==> src/sv/gfes_pkg.sv <==
// Shared types, constants and helpers for the grid field energy sum block.
// Used by the interfaces, the register file, the controller and the datapath.
`timescale 1ns / 1ps
`default_nettype none

package gfes_pkg;

  localparam int MAX_GRID_DEF   = 64;
  localparam int FIELD_BITS_DEF = 16;

  localparam int FIELD_W   = 16;
  localparam int COEF_W    = 12;
  localparam int ENERGY_W  = 63;
  localparam int SIZE_W    = 7;
  localparam int WT_W      = 3;
  localparam int NUM_TERMS = 6;
  localparam int APB_AW    = 4;
  localparam int APB_DW    = 32;

  localparam logic [SIZE_W-1:0] SIZE_RESET = 7'd64;

  // Register indexes (word address paddr[3:2])
  localparam logic [1:0] REG_GRID_X = 2'd0;
  localparam logic [1:0] REG_GRID_Y = 2'd1;
  localparam logic [1:0] REG_GRID_Z = 2'd2;

  // Term order inside the six-wide arrays
  localparam int TERM_EX = 0;
  localparam int TERM_EY = 1;
  localparam int TERM_EZ = 2;
  localparam int TERM_BX = 3;
  localparam int TERM_BY = 4;
  localparam int TERM_BZ = 5;

  typedef struct packed {
    logic signed [FIELD_W-1:0] e_x;
    logic signed [FIELD_W-1:0] e_y;
    logic signed [FIELD_W-1:0] e_z;
    logic signed [FIELD_W-1:0] b_x;
    logic signed [FIELD_W-1:0] b_y;
    logic signed [FIELD_W-1:0] b_z;
    logic [COEF_W-1:0]         perm_x;
    logic [COEF_W-1:0]         perm_y;
    logic [COEF_W-1:0]         perm_z;
    logic [COEF_W-1:0]         inv_mu_x;
    logic [COEF_W-1:0]         inv_mu_y;
    logic [COEF_W-1:0]         inv_mu_z;
  } in_item_t;

  typedef struct packed {
    logic [ENERGY_W-1:0] energy_ex;
    logic [ENERGY_W-1:0] energy_ey;
    logic [ENERGY_W-1:0] energy_ez;
    logic [ENERGY_W-1:0] energy_bx;
    logic [ENERGY_W-1:0] energy_by;
    logic [ENERGY_W-1:0] energy_bz;
  } out_item_t;

  typedef struct packed {
    logic [SIZE_W-1:0] size_x;
    logic [SIZE_W-1:0] size_y;
    logic [SIZE_W-1:0] size_z;
  } cfg_t;

  // Controller to datapath: pipeline advance, accumulate strobes, term weights
  typedef struct packed {
    logic                             adv;
    logic                             acc_en;
    logic                             acc_last;
    logic [NUM_TERMS-1:0][WT_W-1:0]   wt;
  } cmd_t;

endpackage

`default_nettype wire

==> src/sv/gfes_ctrl.sv <==
// Controller: raster position counters, stencil weights, frame end detect,
// pipeline valid tracking and output handshake. Depends on gfes_pkg.
`timescale 1ns / 1ps
`default_nettype none

module gfes_ctrl import gfes_pkg::*; #(
  parameter int MAX_GRID = MAX_GRID_DEF
) (
  input  wire logic clk_i,
  input  wire logic rst_ni,
  input  cfg_t      cfg_i,
  input  wire logic in_valid_i,
  output logic      in_ready_o,
  output logic      out_valid_o,
  input  wire logic out_ready_i,
  output cmd_t      cmd_o
);

  localparam logic [SIZE_W-1:0] MAX_N = SIZE_W'(MAX_GRID);

  function automatic logic [SIZE_W-1:0] eff_size(input logic [SIZE_W-1:0] r);
    logic [SIZE_W-1:0] n;
    n = r;
    if (r == '0) n = SIZE_W'(1);
    else if (r > MAX_N) n = MAX_N;
    return n;
  endfunction

  function automatic logic in_range(input logic [SIZE_W-1:0] p,
                                    input logic [SIZE_W-1:0] n);
    return (p != '0) && (p <= n);
  endfunction

  // Number of interior cells touching the edge or face at p: 0, 1 or 2
  function automatic logic [1:0] pair_cnt(input logic [SIZE_W-1:0] p,
                                          input logic [SIZE_W-1:0] n);
    logic lo;
    lo = (p >= SIZE_W'(2)) && (p <= n + SIZE_W'(1));
    return {1'b0, in_range(p, n)} + {1'b0, lo};
  endfunction

  logic [SIZE_W-1:0] pos_x_q, pos_x_d, pos_y_q, pos_y_d, pos_z_q, pos_z_d;
  logic              v1_q, v1_d, v2_q, v2_d;
  logic              last1_q, last1_d, last2_q, last2_d;
  logic              out_valid_q, out_valid_d;

  logic [SIZE_W-1:0] n_x, n_y, n_z;
  logic              end_x, end_y, end_z, last;
  logic              ix, iy, iz;
  logic [1:0]        cx, cy, cz;
  logic              adv, take, acc_last;

  assign n_x = eff_size(cfg_i.size_x);
  assign n_y = eff_size(cfg_i.size_y);
  assign n_z = eff_size(cfg_i.size_z);

  assign ix = in_range(pos_x_q, n_x);
  assign iy = in_range(pos_y_q, n_y);
  assign iz = in_range(pos_z_q, n_z);
  assign cx = pair_cnt(pos_x_q, n_x);
  assign cy = pair_cnt(pos_y_q, n_y);
  assign cz = pair_cnt(pos_z_q, n_z);

  assign end_x = pos_x_q >= n_x + SIZE_W'(1);
  assign end_y = pos_y_q >= n_y + SIZE_W'(1);
  assign end_z = pos_z_q >= n_z + SIZE_W'(1);
  assign last  = end_x && end_y && end_z;

  // Hold the pipe only when a frame result would land on an untaken one
  assign adv      = !(out_valid_q && !out_ready_i && v2_q && last2_q);
  assign take     = in_valid_i && adv;
  assign acc_last = adv && v2_q && last2_q;

  always_comb begin
    cmd_o.adv      = adv;
    cmd_o.acc_en   = adv && v2_q;
    cmd_o.acc_last = acc_last;
    cmd_o.wt[TERM_EX] = ix ? WT_W'(3'(cy) * 3'(cz)) : '0;
    cmd_o.wt[TERM_EY] = iy ? WT_W'(3'(cx) * 3'(cz)) : '0;
    cmd_o.wt[TERM_EZ] = iz ? WT_W'(3'(cx) * 3'(cy)) : '0;
    cmd_o.wt[TERM_BX] = (iy && iz) ? {cx, 1'b0} : '0;
    cmd_o.wt[TERM_BY] = (ix && iz) ? {cy, 1'b0} : '0;
    cmd_o.wt[TERM_BZ] = (ix && iy) ? {cz, 1'b0} : '0;
  end

  always_comb begin
    pos_x_d = pos_x_q;
    pos_y_d = pos_y_q;
    pos_z_d = pos_z_q;
    if (take) begin
      if (last) begin
        pos_x_d = SIZE_W'(1);
        pos_y_d = SIZE_W'(1);
        pos_z_d = SIZE_W'(1);
      end else if (end_x) begin
        pos_x_d = SIZE_W'(1);
        if (end_y) begin
          pos_y_d = SIZE_W'(1);
          pos_z_d = pos_z_q + SIZE_W'(1);
        end else begin
          pos_y_d = pos_y_q + SIZE_W'(1);
        end
      end else begin
        pos_x_d = pos_x_q + SIZE_W'(1);
      end
    end
  end

  always_comb begin
    v1_d    = v1_q;
    v2_d    = v2_q;
    last1_d = last1_q;
    last2_d = last2_q;
    if (adv) begin
      v1_d    = take;
      last1_d = take && last;
      v2_d    = v1_q;
      last2_d = last1_q;
    end
    out_valid_d = out_valid_q;
    if (acc_last) out_valid_d = 1'b1;
    else if (out_ready_i) out_valid_d = 1'b0;
  end

  always_ff @(posedge clk_i or negedge rst_ni) begin
    if (!rst_ni) begin
      pos_x_q     <= SIZE_W'(1);
      pos_y_q     <= SIZE_W'(1);
      pos_z_q     <= SIZE_W'(1);
      v1_q        <= 1'b0;
      v2_q        <= 1'b0;
      last1_q     <= 1'b0;
      last2_q     <= 1'b0;
      out_valid_q <= 1'b0;
    end else begin
      pos_x_q     <= pos_x_d;
      pos_y_q     <= pos_y_d;
      pos_z_q     <= pos_z_d;
      v1_q        <= v1_d;
      v2_q        <= v2_d;
      last1_q     <= last1_d;
      last2_q     <= last2_d;
      out_valid_q <= out_valid_d;
    end
  end

  assign in_ready_o  = adv;
  assign out_valid_o = out_valid_q;

endmodule

`default_nettype wire

==> config.mk <==
export PLATFORM = sky130hd
export DESIGN_NAME = gfes_ctrl
export DESIGN_NICKNAME = d
export VERILOG_FILES = /design/src/sv/gfes_pkg.sv /design/src/sv/gfes_ctrl.sv
export SDC_FILE = /design/constraint.sdc
export NUM_CORES = 1
export LEC_CHECK = 0
export CAP_MARGIN = 5
export CORE_MARGIN = 2
export CORE_UTILIZATION = 38
export CTS_CLUSTER_SIZE = 20
export DETAILED_ROUTE_END_ITERATION = 10
export DONT_BUFFER_PORTS = 1
export PLACE_DENSITY_LB_ADDON = 0.3
export SLEW_MARGIN = 10
export SYNTH_ARGS = -nofsm -noshare
export SYNTH_HDL_FRONTEND = slang
export SYNTH_SLANG_ARGS = --single-unit
==> constraint.sdc <==
create_clock -name clk_i -period 12.45 [get_ports clk_i]
set_input_delay 3.1125 -clock clk_i [delete_from_list [all_inputs] [get_ports clk_i]]
set_output_delay 3.1125 -clock clk_i [all_outputs]
set_load 0.005 [all_outputs]
# Word level (Yosys, flattened, before mapping)
# Index checks and enable logic that the tools add are counted.
# totals
romBits	0
memories	0
latchBits	0
wordCells	88
regBits	26
ramBits	0
inputBits	25
# classes
bitwise	0
n_addsub	9
n_mul	3
order_cmp	15
shift	0
muxes	22
reduce_logical	31
div	0
eq_ne	0
# ops
op	n
two-way mux 7 bit	14
adder 7 x 1 -> 7 bit, second input constant	6
<= comparator 7 bit	6
>= comparator 7 x 2 -> 1 bit, second input constant	3
>= comparator 7 bit	3
greater-than comparator 7 bit, second input constant	3
logical NOT 7 bit	3
nonzero test 7 bit	3
logical AND 1 bit	18
two-way mux 3 bit	6
multiplier 2 x 2 -> 3 bit	3
adder 1 x 1 -> 2 bit	3
nonzero test 2 bit	3
AND reduction 3 bit	1
logical NOT 1 bit	2
two-way mux 1 bit	2
AND reduction 2 bit	1

# Logic depth before layout (Yosys ltp)
# depth
word_depth	9
ltp_mapped	17

# Worst setup path after synthesis
# Ideal clock, no wire load.
# synth_timing
path_type	input port to output port
from	in cfg_i[8] (netlist bit)
to	out cmd_o[8] (netlist bit)
arrival_time_ns	6.020
path_buffers	0
path_stages	17
slack_ns	3.317
path_cell_list	nor3_1 > a21oi_1 > nor2_1 > ha_1 > nand3_1 > xnor2_1 > ha_1 > a21o_1 > a21o_1 > a21o_2 > o32a_1 > a21oi_1 > ha_1 > and2_1 > ha_1 > xor2_1 > nor3_1
# synth_lines
element	line_no	rtl
start, declared	gfes_ctrl.sv:11	input cfg_t cfg_i,
end, declared	gfes_ctrl.sv:16	output cmd_t cmd_o

==> impl_metrics.yaml <==
global_route:
  grt_pass1_wl_microns: 12140
  first_global_vias: 2591
  antenna_found_initial: 0
  grt_max_degree: 27
  globalRoute.totalOverflow: 0
  grtUsageTotal_pct: 16.42
synthesis:
  syn_avg_cell_area_sq_um: 8.206
  yosys_warnings: 0
  yosys-top-cells-area: "ha_1, dfrtp_1, nor2_1, nand2_1, a21oi_1"
  netlist_area_sq_um: 3143
  synth_top_area_cell: "ha_1"
  synth-async-reset-ratio_pct: 100.0
  synth-seq-cells: 26
  synthCells: 383
  synth.top_cell.area_share_pct: 22.69
  yosysSeqAreaShare_pct: 20.82
  ys.flop_type: "dfrtp_1"
  ys_types: 54
  synth_edf_count: 0
place:
  dpl.hpwl_microns: 5591
  place_congestion: 0.7834
  portBuffers: 0
  place_ws_ns: 2.858
floorplan:
  num_rows: 33
  boundaryPins: 48
  dieArea_sq_um: 9015
  coreArea_sq_um: 8134
  start_util_pct: 38.64
  die_h_microns: 94.95
  die_x_microns: 94.95
detailed_routing:
  drc_errors: 0
  dr.first_iter.drc_count: 82
  drt_wl_total_microns: 6862
  vias: 2667
  routedWlPerCell_microns: 14.18
  antenna_left: 0
  vias_per_cell: 5.510
  dr.pass1.iters: 4
timing:
  setup_violations: 0
  tns_ns: 0
  worst_clock_skew_ns: 0.004870
  drv_slew: 0
  max_freq_ghz: 0.1043
  rsz0062_at_grt: "false"
  period_minus_slack_ns: 9.587
  final.period_utilization_pct: 77.01
  hold_violations: 0
  worst_pin_slew_ns: 0.6994
  relSlewSlack_pct: 52.88
  fin_ws_ns: 2.863
layout:
  antenna_cells: 0
  syn_to_final_growth_pct: 3.742
  fillers: 806
  layout_common_cells: "ha_1, nor2_1, nand2_1, dfrtp_1, inv_1"
  drive_gt1_share_pct: 7.124
  fin_nets: 462
  layout_commonest_cell: "ha_1"
hold_path:
  hold_class: "register to register"
  min-delay-start: "v1_q"
setup_path:
  arrival_ns: 6.47
  startpoint_type: "input port"
  cp-startpoint: "cfg_i[8]"
  crit_cells: 17
  critPathBufInv: 0
  criticalPathCategory: "input port to output pin"
  worstRegToRegCells: 6
  worstPathCellList: "nor3_1, a21oi_1, nor2_1, ha_1, nand3_1, xnor2_1, ha_1, a21o_1, a21o_1, a21o_2, o32a_1, a21oi_1, ha_1, and2_1, ha_1, xor2_1, nor3_1"
  worstReg2RegEnd: "pos_z_q[2]"
  critPathTopFamily: "compound AO/OA/AOI/OAI gates"
  required_ns: 9.34
  slowest_delay_ns: 0.33
  crit_path_end_kind: "output pin"
  path_common_cell: "ha_1"
  regToRegSetupSlack_ns: 9.83
  crit_end: "cmd_o[8]"
  crit_slowest_cell: "ha_1"
  cp_max_fo: 5
  r2r-start: "pos_x_q[4]"
cts:
  cts.sinks: 26
  cts_buffers: 3
  cts_setup_buffers: 0
  postCtsHoldBufs: 0
  htreeDepth: 1
  cts_buffer_depth: 2
  clock_latency_ns: 0.26
  cts_resized: 0
  path_clk_slew_ns: 0.09
  cts_tree: "built"
  clockRootBuffer: "clkbuf_8"
power:
  pwr_density_cell_nw_per_um2: 159.2
  power_leakage_uw: 0.001641
  peakVddDrop_uv: 200.1
job:
  cap_violations: 0
run_status:
  status: "complete, no violations"
==> per-layer routing <==
layer / global-route usage (%) / routed length, microns / vias up
met1: 23.15 / 3399 / 1250
met5: 0 / 0 / -
met2: 27.72 / 3195 / 48
li1: - / - / 1365
met3: 2.235 / 221 / 4
met4: 1.570 / 46 / 0
==> sequential cells by signal, indices dropped and copies added (netlist names) <==
signal and flops:
pos_z_q 7, out_valid_o 1, last1_q 1, last2_q 1, v2_q 1, pos_x_q 7
v1_q 1, pos_y_q 7
==> metrics by stage <==
| stage | util [%] | power, uW | area [sq um] | hold slack, ns | instances |
|---|---|---|---|---|---|
| 2_1_floorplan | - | 399.4 | 3151 | 0.4114 | 385 |
| 3_3_place_gp | 39.53 | 470.2 | 3216 | 0.4245 | 480 |
| 3_5_place_dp | 39.53 | 476.4 | 3216 | 0.4271 | 480 |
| 4_1_cts | 40.09 | 525.4 | 3261 | 0.4485 | 484 |
| 5_1_grt | 40.09 | 586.2 | 3261 | 0.5015 | 484 |
| 6_report | 40.09 | 519.1 | 3261 | 0.4513 | 484 |
==> power by group <==
group          switching, uW  internal [uW]
clock network           24.1           22.8
registers               35.4            105
logic                    184            148
total                    244            275
==> logic make-up after synthesis <==
logic type | after synthesis | share of synthesized area (%)
simple gates | 159 | 26.12
flops | 26 | 20.82
xor+xnor | 19 | 5.295
fa+ha+maj | 57 | 22.69
compound gates | 86 | 19.87
buf+inv | 35 | 5.096
other cells | 1 | 0.1193
==> Yosys cell counts, types with 3 or more instances <==
cell     instances
ha_1            57
nor2_1          36
nand2_1         35
dfrtp_1         23
inv_1           22
a21oi_1         21
and2_1          13
a21o_1          12
nand3_1         12
nor3_1          11
and3_1          10
o21ai_0         10
xnor2_1         10
nand4_1          9
nor2b_1          9
xor2_1           9
o21a_1           8
a22o_1           6
buf_4            5
a221o_1          4
nor4b_1          4
a21o_2           3
a22o_2           3
a31oi_1          3
dfstp_2          3
inv_2            3
or2_2            3
or3_1            3
or4_1            3
==> worst reg2reg max path, stage by stage (launching register included) <==
cell     delay, ns
dfrtp_1       0.46
ha_1          0.33
a21oi_1       0.06
o21ai_0       0.57
o21a_1        0.48
nand2_1       0.22
a221o_1       0.39
==> area by class of cell <==
class	count	area, sq um	share of cell area (%)
clock buffer	4	45.04	1.381
tap	105	131.4	4.029
inverter	25	93.84	2.878
sequential	26	654.4	20.07
multi-input combinational	324	2336	71.64
==> how the worst min path moves through the flow <==
stage                          to  depth (start not counted)
after floorplan              v2_q                          2
after global placement       v2_q                          2
after detailed placement     v2_q                          2
after CTS                    v2_q                          2
after global routing      last2_q                          2
final                        v2_q                          2
(Power assumes the default switching activity.)
