**src/sv/gfes_pkg.sv**
```systemverilog
// Shared types, constants and helpers for the grid field energy sum block.
// Used by the interfaces, the register file, the controller and the datapath.
`timescale 1ns / 1ps
`default_nettype none

package gfes_pkg;

  localparam int MAX_GRID_DEF   = 64;
  localparam int FIELD_BITS_DEF = 16;

  localparam int FIELD_W   = 16;
  localparam int COEF_W    = 12;
  localparam int ENERGY_W  = 63;
  localparam int SIZE_W    = 7;
  localparam int WT_W      = 3;
  localparam int NUM_TERMS = 6;
  localparam int APB_AW    = 4;
  localparam int APB_DW    = 32;

  localparam logic [SIZE_W-1:0] SIZE_RESET = 7'd64;

  // Register indexes (word address paddr[3:2])
  localparam logic [1:0] REG_GRID_X = 2'd0;
  localparam logic [1:0] REG_GRID_Y = 2'd1;
  localparam logic [1:0] REG_GRID_Z = 2'd2;

  // Term order inside the six-wide arrays
  localparam int TERM_EX = 0;
  localparam int TERM_EY = 1;
  localparam int TERM_EZ = 2;
  localparam int TERM_BX = 3;
  localparam int TERM_BY = 4;
  localparam int TERM_BZ = 5;

  typedef struct packed {
    logic signed [FIELD_W-1:0] e_x;
    logic signed [FIELD_W-1:0] e_y;
    logic signed [FIELD_W-1:0] e_z;
    logic signed [FIELD_W-1:0] b_x;
    logic signed [FIELD_W-1:0] b_y;
    logic signed [FIELD_W-1:0] b_z;
    logic [COEF_W-1:0]         perm_x;
    logic [COEF_W-1:0]         perm_y;
    logic [COEF_W-1:0]         perm_z;
    logic [COEF_W-1:0]         inv_mu_x;
    logic [COEF_W-1:0]         inv_mu_y;
    logic [COEF_W-1:0]         inv_mu_z;
  } in_item_t;

  typedef struct packed {
    logic [ENERGY_W-1:0] energy_ex;
    logic [ENERGY_W-1:0] energy_ey;
    logic [ENERGY_W-1:0] energy_ez;
    logic [ENERGY_W-1:0] energy_bx;
    logic [ENERGY_W-1:0] energy_by;
    logic [ENERGY_W-1:0] energy_bz;
  } out_item_t;

  typedef struct packed {
    logic [SIZE_W-1:0] size_x;
    logic [SIZE_W-1:0] size_y;
    logic [SIZE_W-1:0] size_z;
  } cfg_t;

  // Controller to datapath: pipeline advance, accumulate strobes, term weights
  typedef struct packed {
    logic                             adv;
    logic                             acc_en;
    logic                             acc_last;
    logic [NUM_TERMS-1:0][WT_W-1:0]   wt;
  } cmd_t;

endpackage

`default_nettype wire

```
**src/sv/gfes_cfg.sv**
```systemverilog
// APB register file holding the three grid size registers.
// Depends on gfes_pkg for register indexes and the cfg_t bundle.
`timescale 1ns / 1ps
`default_nettype none

module gfes_cfg import gfes_pkg::*; (
  input  wire logic              clk_i,
  input  wire logic              rst_ni,
  input  wire logic              psel,
  input  wire logic              penable,
  input  wire logic              pwrite,
  input  wire logic [APB_AW-1:0] paddr,
  input  wire logic [APB_DW-1:0] pwdata,
  output logic      [APB_DW-1:0] prdata,
  output logic                   pready,
  output cfg_t                   cfg_o
);

  logic [SIZE_W-1:0] size_x_q, size_x_d;
  logic [SIZE_W-1:0] size_y_q, size_y_d;
  logic [SIZE_W-1:0] size_z_q, size_z_d;
  logic [1:0]        reg_idx;
  logic              wr_en;

  assign pready  = 1'b1;
  assign reg_idx = paddr[3:2];
  assign wr_en   = psel && penable && pwrite;

  always_comb begin
    size_x_d = size_x_q;
    size_y_d = size_y_q;
    size_z_d = size_z_q;
    if (wr_en) begin
      unique case (reg_idx)
        REG_GRID_X: size_x_d = pwdata[SIZE_W-1:0];
        REG_GRID_Y: size_y_d = pwdata[SIZE_W-1:0];
        REG_GRID_Z: size_z_d = pwdata[SIZE_W-1:0];
        default:    ;
      endcase
    end
  end

  always_comb begin
    unique case (reg_idx)
      REG_GRID_X: prdata = APB_DW'(size_x_q);
      REG_GRID_Y: prdata = APB_DW'(size_y_q);
      REG_GRID_Z: prdata = APB_DW'(size_z_q);
      default:    prdata = '0;
    endcase
  end

  always_ff @(posedge clk_i or negedge rst_ni) begin
    if (!rst_ni) begin
      size_x_q <= SIZE_RESET;
      size_y_q <= SIZE_RESET;
      size_z_q <= SIZE_RESET;
    end else begin
      size_x_q <= size_x_d;
      size_y_q <= size_y_d;
      size_z_q <= size_z_d;
    end
  end

  assign cfg_o.size_x = size_x_q;
  assign cfg_o.size_y = size_y_q;
  assign cfg_o.size_z = size_z_q;

endmodule

`default_nettype wire

```
**config.mk**
```make
export PLATFORM = sky130hd
export DESIGN_NAME = gfes_cfg
export DESIGN_NICKNAME = d
export VERILOG_FILES = /design/src/sv/gfes_pkg.sv /design/src/sv/gfes_cfg.sv
export SDC_FILE = /design/constraint.sdc
export NUM_CORES = 1
export LEC_CHECK = 0
export ABC_CLOCK_PERIOD_IN_PS = 1850
export BUFFER_PORTS_ARGS = -buffer_cell sky130_fd_sc_hd__buf_2
export CORE_AREA = 2 2 57 59
export CTS_CLUSTER_DIAMETER = 30
export DETAILED_ROUTE_END_ITERATION = 10
export DIE_AREA = 0 0 59 61
export PLACE_DENSITY_LB_ADDON = 0.25
export SYNTH_ARGS = -nofsm -noshare
export SYNTH_HDL_FRONTEND = slang
export SYNTH_SLANG_ARGS = --single-unit
```
**constraint.sdc**
```tcl
create_clock -name clk_i -period 1.85 [get_ports clk_i]
set_input_delay 0.37 -clock clk_i [delete_from_list [all_inputs] [get_ports clk_i]]
set_output_delay 0.37 -clock clk_i [all_outputs]
set_load 0.02 [all_outputs]
```
== Word level (Yosys, flattened, before mapping) ==
Index checks and enable logic that the tools add are counted.
Storage, ports and cells
  word-level logic and storage cells: 12
  input port bits: 41
  output and inout bits: 54
  register bits after elaboration: 21
Cells by class
  equal/unequal tests: 2
  reduce and logical (&&, ||, !) cells: 6
  muxes and demuxes: 1
Operators by type and width (count)
  7-bit case mux with 3 select lines: 1
  2-bit AND reduction: 3
  2-bit by 1-bit == test with 1-bit output, second input constant: 1
  2-bit == test, second input constant: 1
  1-bit logical AND: 2
  2-bit zero test: 1

== Depth between registers and ports, before layout ==
Gate-level depths: netlist (run 1).
  depth after elaboration: 3
  depth in mapped cells: 4
  depth with buffers taken out: 3

== Least setup slack after synthesis (run 1) ==
No wires, ideal clock.
  kind: register -> output
  from: reg size_y_q[6]
  to: out prdata[6]
  setup slack: 0.336 ns
  stages on the path, launching flop included: 3
  buffers on the path: 0
  data arrival time: 1.144 ns
  path through: dfstp_2 > mux2i_1 > o21ai_0
Between the ends
  cells in the longest elaborated chain, start to end: 1
RTL lines
  from (decl): RTL line gfes_cfg.sv:20  | logic [SIZE_W-1:0] size_y_q, size_y_d;
  from (signal assigned): RTL line gfes_cfg.sv:59  | size_y_q <= size_y_d;
  7-bit case mux with 3 select lines: RTL line gfes_cfg.sv:44  | unique case (reg_idx)
  to (decl): RTL line gfes_cfg.sv:14  | output logic [APB_DW-1:0] prdata,
Every way passes these cells.

== Final worst setup path (run 1) ==
Same ends and word-level chain as after synthesis.

==> metrics.txt, run 1 <==
status=finished clean; NumNets Final=190; power after layout=1460 uW; Max Freq=609 MHz; Multi-input gate area=539 sq um; first-pass GRT wire length=approximately 3600 um; Yosys Warn Count=0; DIE WIDTH=59 um; synthesized cell area=0.00120 sq mm; dpl cells=176; period utilization=0.888; row count=20; total CTS buffers=3; crit path kind=reg2out; largest net degree at the start of global routing=22; largest fanout on the critical path=3; Critical-path top delay cell=dfstp_2; Hold Vio Cnt, Final=0; CTS tree=yes; GRT Resource Usage Total=0.138; FFs w/ async S/R, synth=1.00; count of pins over their slew limit=0; Post-CTS Setup Inserts=0; Port-buffer cells=41; RSZ-0062 raised after global routing=false; FF+latch count, synth=21; Clk Latency, worst-skew pair=0.30 ns; Rel. slew slack=0.650; CP Buf/Inv Count=1; Antenna Cells=0; gp weighted congestion=0.657; Req. time, crit path=1.48 ns; max-cap violations=0; Via density=4.53; num ports=95; Worst Setup Start Kind=register; CTS sink cnt=21; Die Area=0.00360 sq mm; Avg WL per Cell=13.0 um; Synth area leaders=dfrtp_1 (37%), buf_4 (17%), mux2_2 (13%); CP Cell Sequence=mux2i_1 > o21ai_0 > buf_2; cell taking the most area after synthesis=dfrtp_1; initial drt markers=7; CTS max path bufs=2; Post-synth EDFFs=0; leakage=0.000767 uW; placed wire-length estimate=1860 um; core box area=0.00295 sq mm; non-filler cells, final=181; Die Y=61 um; ys flop type=dfrtp_1; syn_area_per_cell=12.2 sq um; Final Skew=0 ns; DR vias=820; min Tclk post-route=about 1.6 ns; VDD IR-drop max=0.502 mV; P&R area growth vs syn=17.4%; Hold Path Class=in2reg; Final Util=0.478; Root Buffer=clkbuf_4; routed wire length=between 2000 and 2500 um; arrival time at the worst endpoint=1.27 ns; clock-pin slew on the worst setup and hold paths=0.11 ns; share of cells above drive strength 1=0.541; final setup TNS=0 ns; Critical Path Sink Type=output port; Worst path max stage delay=0.57 ns; Seq/Total Area, Yosys=0.440; Reg area=529 sq um; top cell type's share of synthesized area=0.374; pwr/cell area=1030 mW/mm^2; 1st-pass router iterations=2; initial core utilization=0.408; Slew @ Worst Pin=0.525 ns; Routed Antenna Nets=0; Syn Inst Count=99; DRC violations left=0; H-tree level count=1; Synth cell types=15; layout filler cell count=286; initial antenna violation count=0; total grt overflow=0; count leader, synth=buf_4; Largest delay share family, worst path=flip-flops; setup violators final=0; vias in the first global route=753; Post-synth top cells=buf_4 (27), dfrtp_1 (18), mux2_2 (14)
kinds of logic (layout without fill, tap and decap cells):
| group | Yosys count | in the layout | share of synthesized area |
|---|---|---|---|
| mux | 28 | 28 | 0.277 |
| buf+inv | 29 | 54 | 0.187 |
| compound gates | 7 | 7 | 0.0291 |
| simple gates | 12 | 12 | 0.0613 |
| other cells | 2 | 26 | 0.00624 |
| flops | 21 | 21 | 0.440 |
per-stage QoR:
step	hold slack (ns)	area, sq um	worst slack [ns]
after floorplan	0.0744	1290	0.336
after global routing	0.303	1410	0.129
after CTS	0.303	1410	0.193
final	0.320	1410	0.207
after detailed placement	0.350	1380	0.143
after global placement	0.345	1380	0.150
area by class of cell:
class | instances | share of cell area
clock buffer | 3 | 0.0159
sequential | 21 | 0.375
tap | 33 | 0.0292
timing repair buffer | 50 | 0.195
clock inverter | 1 | 0.00354
multi-input combinational | 73 | 0.382
cells in the final DEF (no fill, tap or decap), types with 3 or more instances in the layout:
master,count
conb_1,26
clkbuf_4,3
nand2_1,7
mux2_2,14
buf_4,8
dfrtp_1,18
buf_2,41
dfstp_2,3
o21ai_0,7
mux2_4,7
mux2i_1,7
final timing paths:
check / startpoint / endpoint / slack, ns / depth (start not counted)
max in group asynchronous: rst_ni / size_y_q[6]$_DFFE_PN1P_ / 0.97 / 2
worst max register to register: size_y_q[2]$_DFFE_PN0P_ / size_y_q[2]$_DFFE_PN0P_ / 1.06 / 1
worst max-delay path: size_y_q[6]$_DFFE_PN1P_ / prdata[6] / 0.21 / 3
worst min-delay path: pwdata[2] / size_y_q[2]$_DFFE_PN0P_ / 0.32 / 2
worst min register to register: size_x_q[4]$_DFFE_PN0P_ / size_x_q[4]$_DFFE_PN0P_ / 0.54 / 1
min in group asynchronous: rst_ni / size_z_q[3]$_DFFE_PN0P_ / 0.54 / 2
flip-flops by register name (all words and copies together), names as in the netlist:
signal,flops
size_z_q,7
size_x_q,7
size_y_q,7
layer usage:
metal	up-vias	wire, um	global-route usage
li1	381	-	-
met1	391	1120	0.197
met2	46	1040	0.205
met3	2	178	0.0277
met4	0	19	0.0584
met5	-	0	0
report_power, final:
part / internal [uW] / switching (uW)
combinational: 235 / 347
clock: 80.6 / 135
sequential: 577 / 83.6
total: 892 / 566
what timing repair did:
item                                   CTS  global route
setup endpoints to repair                0             0
resized for setup                        0             0
hold buffers                             1             0
endpoints found under the hold margin    2             0
(Power assumes the default switching activity.)
==> inputs of run 2 (changes only) <==
--- a/config.mk
+++ b/config.mk
@@ -5,12 +5,15 @@
 export SDC_FILE = /design/constraint.sdc
 export NUM_CORES = 1
 export LEC_CHECK = 0
+export ABC_AREA = 1
 export ABC_CLOCK_PERIOD_IN_PS = 1850
 export BUFFER_PORTS_ARGS = -buffer_cell sky130_fd_sc_hd__buf_2
-export CORE_AREA = 2 2 57 59
+export CELL_PAD_IN_SITES_DETAIL_PLACEMENT = 2
+export CELL_PAD_IN_SITES_GLOBAL_PLACEMENT = 2
+export CORE_AREA = 2 2 80 82
 export CTS_CLUSTER_DIAMETER = 30
 export DETAILED_ROUTE_END_ITERATION = 10
-export DIE_AREA = 0 0 59 61
+export DIE_AREA = 0 0 82 84
 export PLACE_DENSITY_LB_ADDON = 0.25
 export SYNTH_ARGS = -nofsm -noshare
 export SYNTH_HDL_FRONTEND = slang
==> run 2 against run 1 <==
  * Sequential share of layout area decreased by 0.52 points
  * Setup slack improved by 0.069 ns
  * First-iteration DRC count grew to 4.0 times the previous value
  * Total power fell by 1.7%
  * Cell area grew 1.4%
  * Largest cell class is now sequential cells
==> metrics.txt, run 2 <==
Rel. slew slack=0.654; Slew @ Worst Pin=0.519 ns; Worst R2R Setup Slack=1.11 ns; mux share of post-synthesis cell area=0; ys flop type=dfrtp_1; core box area=0.00610 sq mm; share of cells above drive strength 1=0.296; Hold-fix buffers, CTS=0; pwr/cell area=between 1000 and 1500 mW/mm^2; DR vias=1,050; period utilization=0.851; Post-CTS Setup Inserts=0; Routed Antenna Nets=0; Post-synth EDFFs=0; largest fanout on the critical path=4; initial antenna violation count=0; H-tree level count=1; placed inst area=0.00139 sq mm; Hold Vio Cnt, Final=0; Via density=around 3.8; Critical Path Sink Type=output port; NumNets Final=around 250; top cell type's share of synthesized area=0.383; Synth Area in Compound Gates=0; Place WS=0.266 ns; most common cell after layout, fill and taps aside=nand2_1; Port-buffer cells=41; Seq/Total Area, Yosys=0.450; adder-cell share of the synthesized area=0; Synth area leaders=dfrtp_1 (38%), nand2_1 (28%), buf_4 (17%); Hold Path Class=in2async; Die Y=84 um; P_sw=571 uW; FFs w/ async S/R, synth=1.00; Syn Inst Count=158; total CTS buffers=3; CTS sink cnt=21; max-cap violations=0; VDD IR-drop max=0.333 mV; min Tclk post-route=roughly 1.6 ns; Post-synth top cells=nand2_1 (88), buf_4 (26), dfrtp_1 (18); layout filler cell count=771; CTS tree=yes; CTS max path bufs=2; Max Freq=635 MHz; Worst Setup Start Kind=input port; Sequential Power Share=0.446; Antenna Cells=0; Final Skew=0 ns; Clk Latency, worst-skew pair=0.26 ns; Avg WL per Cell=13.0 um; dpl cells=between 200 and 300; crit path kind=in2out; syn_area_per_cell=between 7 and 8 sq um; most frequent cells in the layout=nand2_1 (88), buf_2 (41), conb_1 (26); first-pass GRT wire length=5820 um; largest family of logic cells by synthesized area=simple AND/OR/NAND/NOR gates; count of pins over their slew limit=0; clock-pin slew on the worst setup and hold paths=0.08 ns; final instance area=roughly 0.0014 sq mm; Die Area=0.00689 sq mm; initial core utilization=0.193; Yosys Warn Count=0; placed wire-length estimate=roughly 2700 um; Root Buffer=clkbuf_8; status=finished clean; Clk pwr share=0.211; routed wire length=3630 um; Comb power frac=0.343; Req. time, crit path=1.48 ns; count leader, synth=nand2_1; Synth cell types=11; non-filler cells, final=280; RSZ-0062 raised after global routing=false; leakage=0.000841 uW; largest net degree at the start of global routing=22; final setup margin=approximately 0.28 ns; vias in the first global route=around 1.1k; Cell Int Power=862 uW; cts repair resizes=0; XOR/XNOR Fraction of Synth Area=0; synthesized cell area=~0.0012 sq mm; arrival time at the worst endpoint=~1.2 ns; DRC violations left=0; final setup TNS=0 ns; DIE WIDTH=just over 80 um; switching part of the total power=0.399; FF+latch count, synth=21; power after layout=around 1400 uW; gp weighted congestion=0.675; total grt overflow=0; 1st-pass router iterations=3; P&R area growth vs syn=21.8%; num ports=95; post-synthesis simple-gate area fraction=0.362; cell taking the most area after synthesis=dfrtp_1; initial drt markers=28; Regs by FF count=size_x_q x7, size_y_q x7, size_z_q x7; setup violators final=0; GRT Resource Usage Total=0.113; row count=29
run 2: metrics by stage:
step            util  hold slack [ns]
2_1_floorplan      -           0.0744
3_3_place_gp   0.228            0.374
3_5_place_dp   0.228            0.368
4_1_cts        0.235           0.0855
5_1_grt        0.235           0.0938
6_report       0.235           0.0747
run 2: logic make-up (layout without fill, tap and decap cells):
group         after synthesis  count (layout)
buf+inv                    31              52
flops                      21              21
other cells                 2              26
simple gates              104             104
run 2: per-layer routing:
metal  track usage  wire (um)  share of wire
met5             0          0              0
met4        0.0318         14         0.0039
met3        0.0152        183          0.050
met2         0.177       1720           0.47
met1         0.161       1720           0.47
run 2: path summary, 6_finish.rpt:
path,from,endpoint,cells past startpoint
max in group asynchronous,rst_ni,size_z_q[6]$_DFFE_PN1P_,1
worst min-delay path,rst_ni,size_x_q[2]$_DFFE_PN0P_,1
min in group clk_i,pwdata[6],size_z_q[6]$_DFFE_PN1P_,3
worst max-delay path,paddr[3],prdata[6],6
worst min register to register,size_y_q[6]$_DFFE_PN1P_,size_y_q[6]$_DFFE_PN1P_,2
worst max register to register,size_z_q[6]$_DFFE_PN1P_,size_z_q[6]$_DFFE_PN1P_,2
run 2: power by group through the flow:
stage	Clock, uW	Sequential (uW)	Combinational, uW
2_1_floorplan	0	755	234
3_3_place_gp	0	651	493
3_5_place_dp	0	649	500
4_1_cts	322	642	500
5_1_grt	334	655	547
6_report	303	639	491
run 2: cell type report:
type                            count  area [sq um]  area share
Timing Repair Buffer               43           220       0.154
Sequential cell                    21           529       0.369
Clock buffer                        4          45.0      0.0314
Multi-Input combinational cell    130           523       0.365
Inverter                            5          18.8      0.0131
Tap cell                           77          96.3      0.0672
run 2: critical path, stage by stage:
cell,delay [ns]
buf_2,0.12
nor2_2,0.23
buf_4,0.19
nand2_1,0.06
nand3_1,0.07
buf_2,0.16
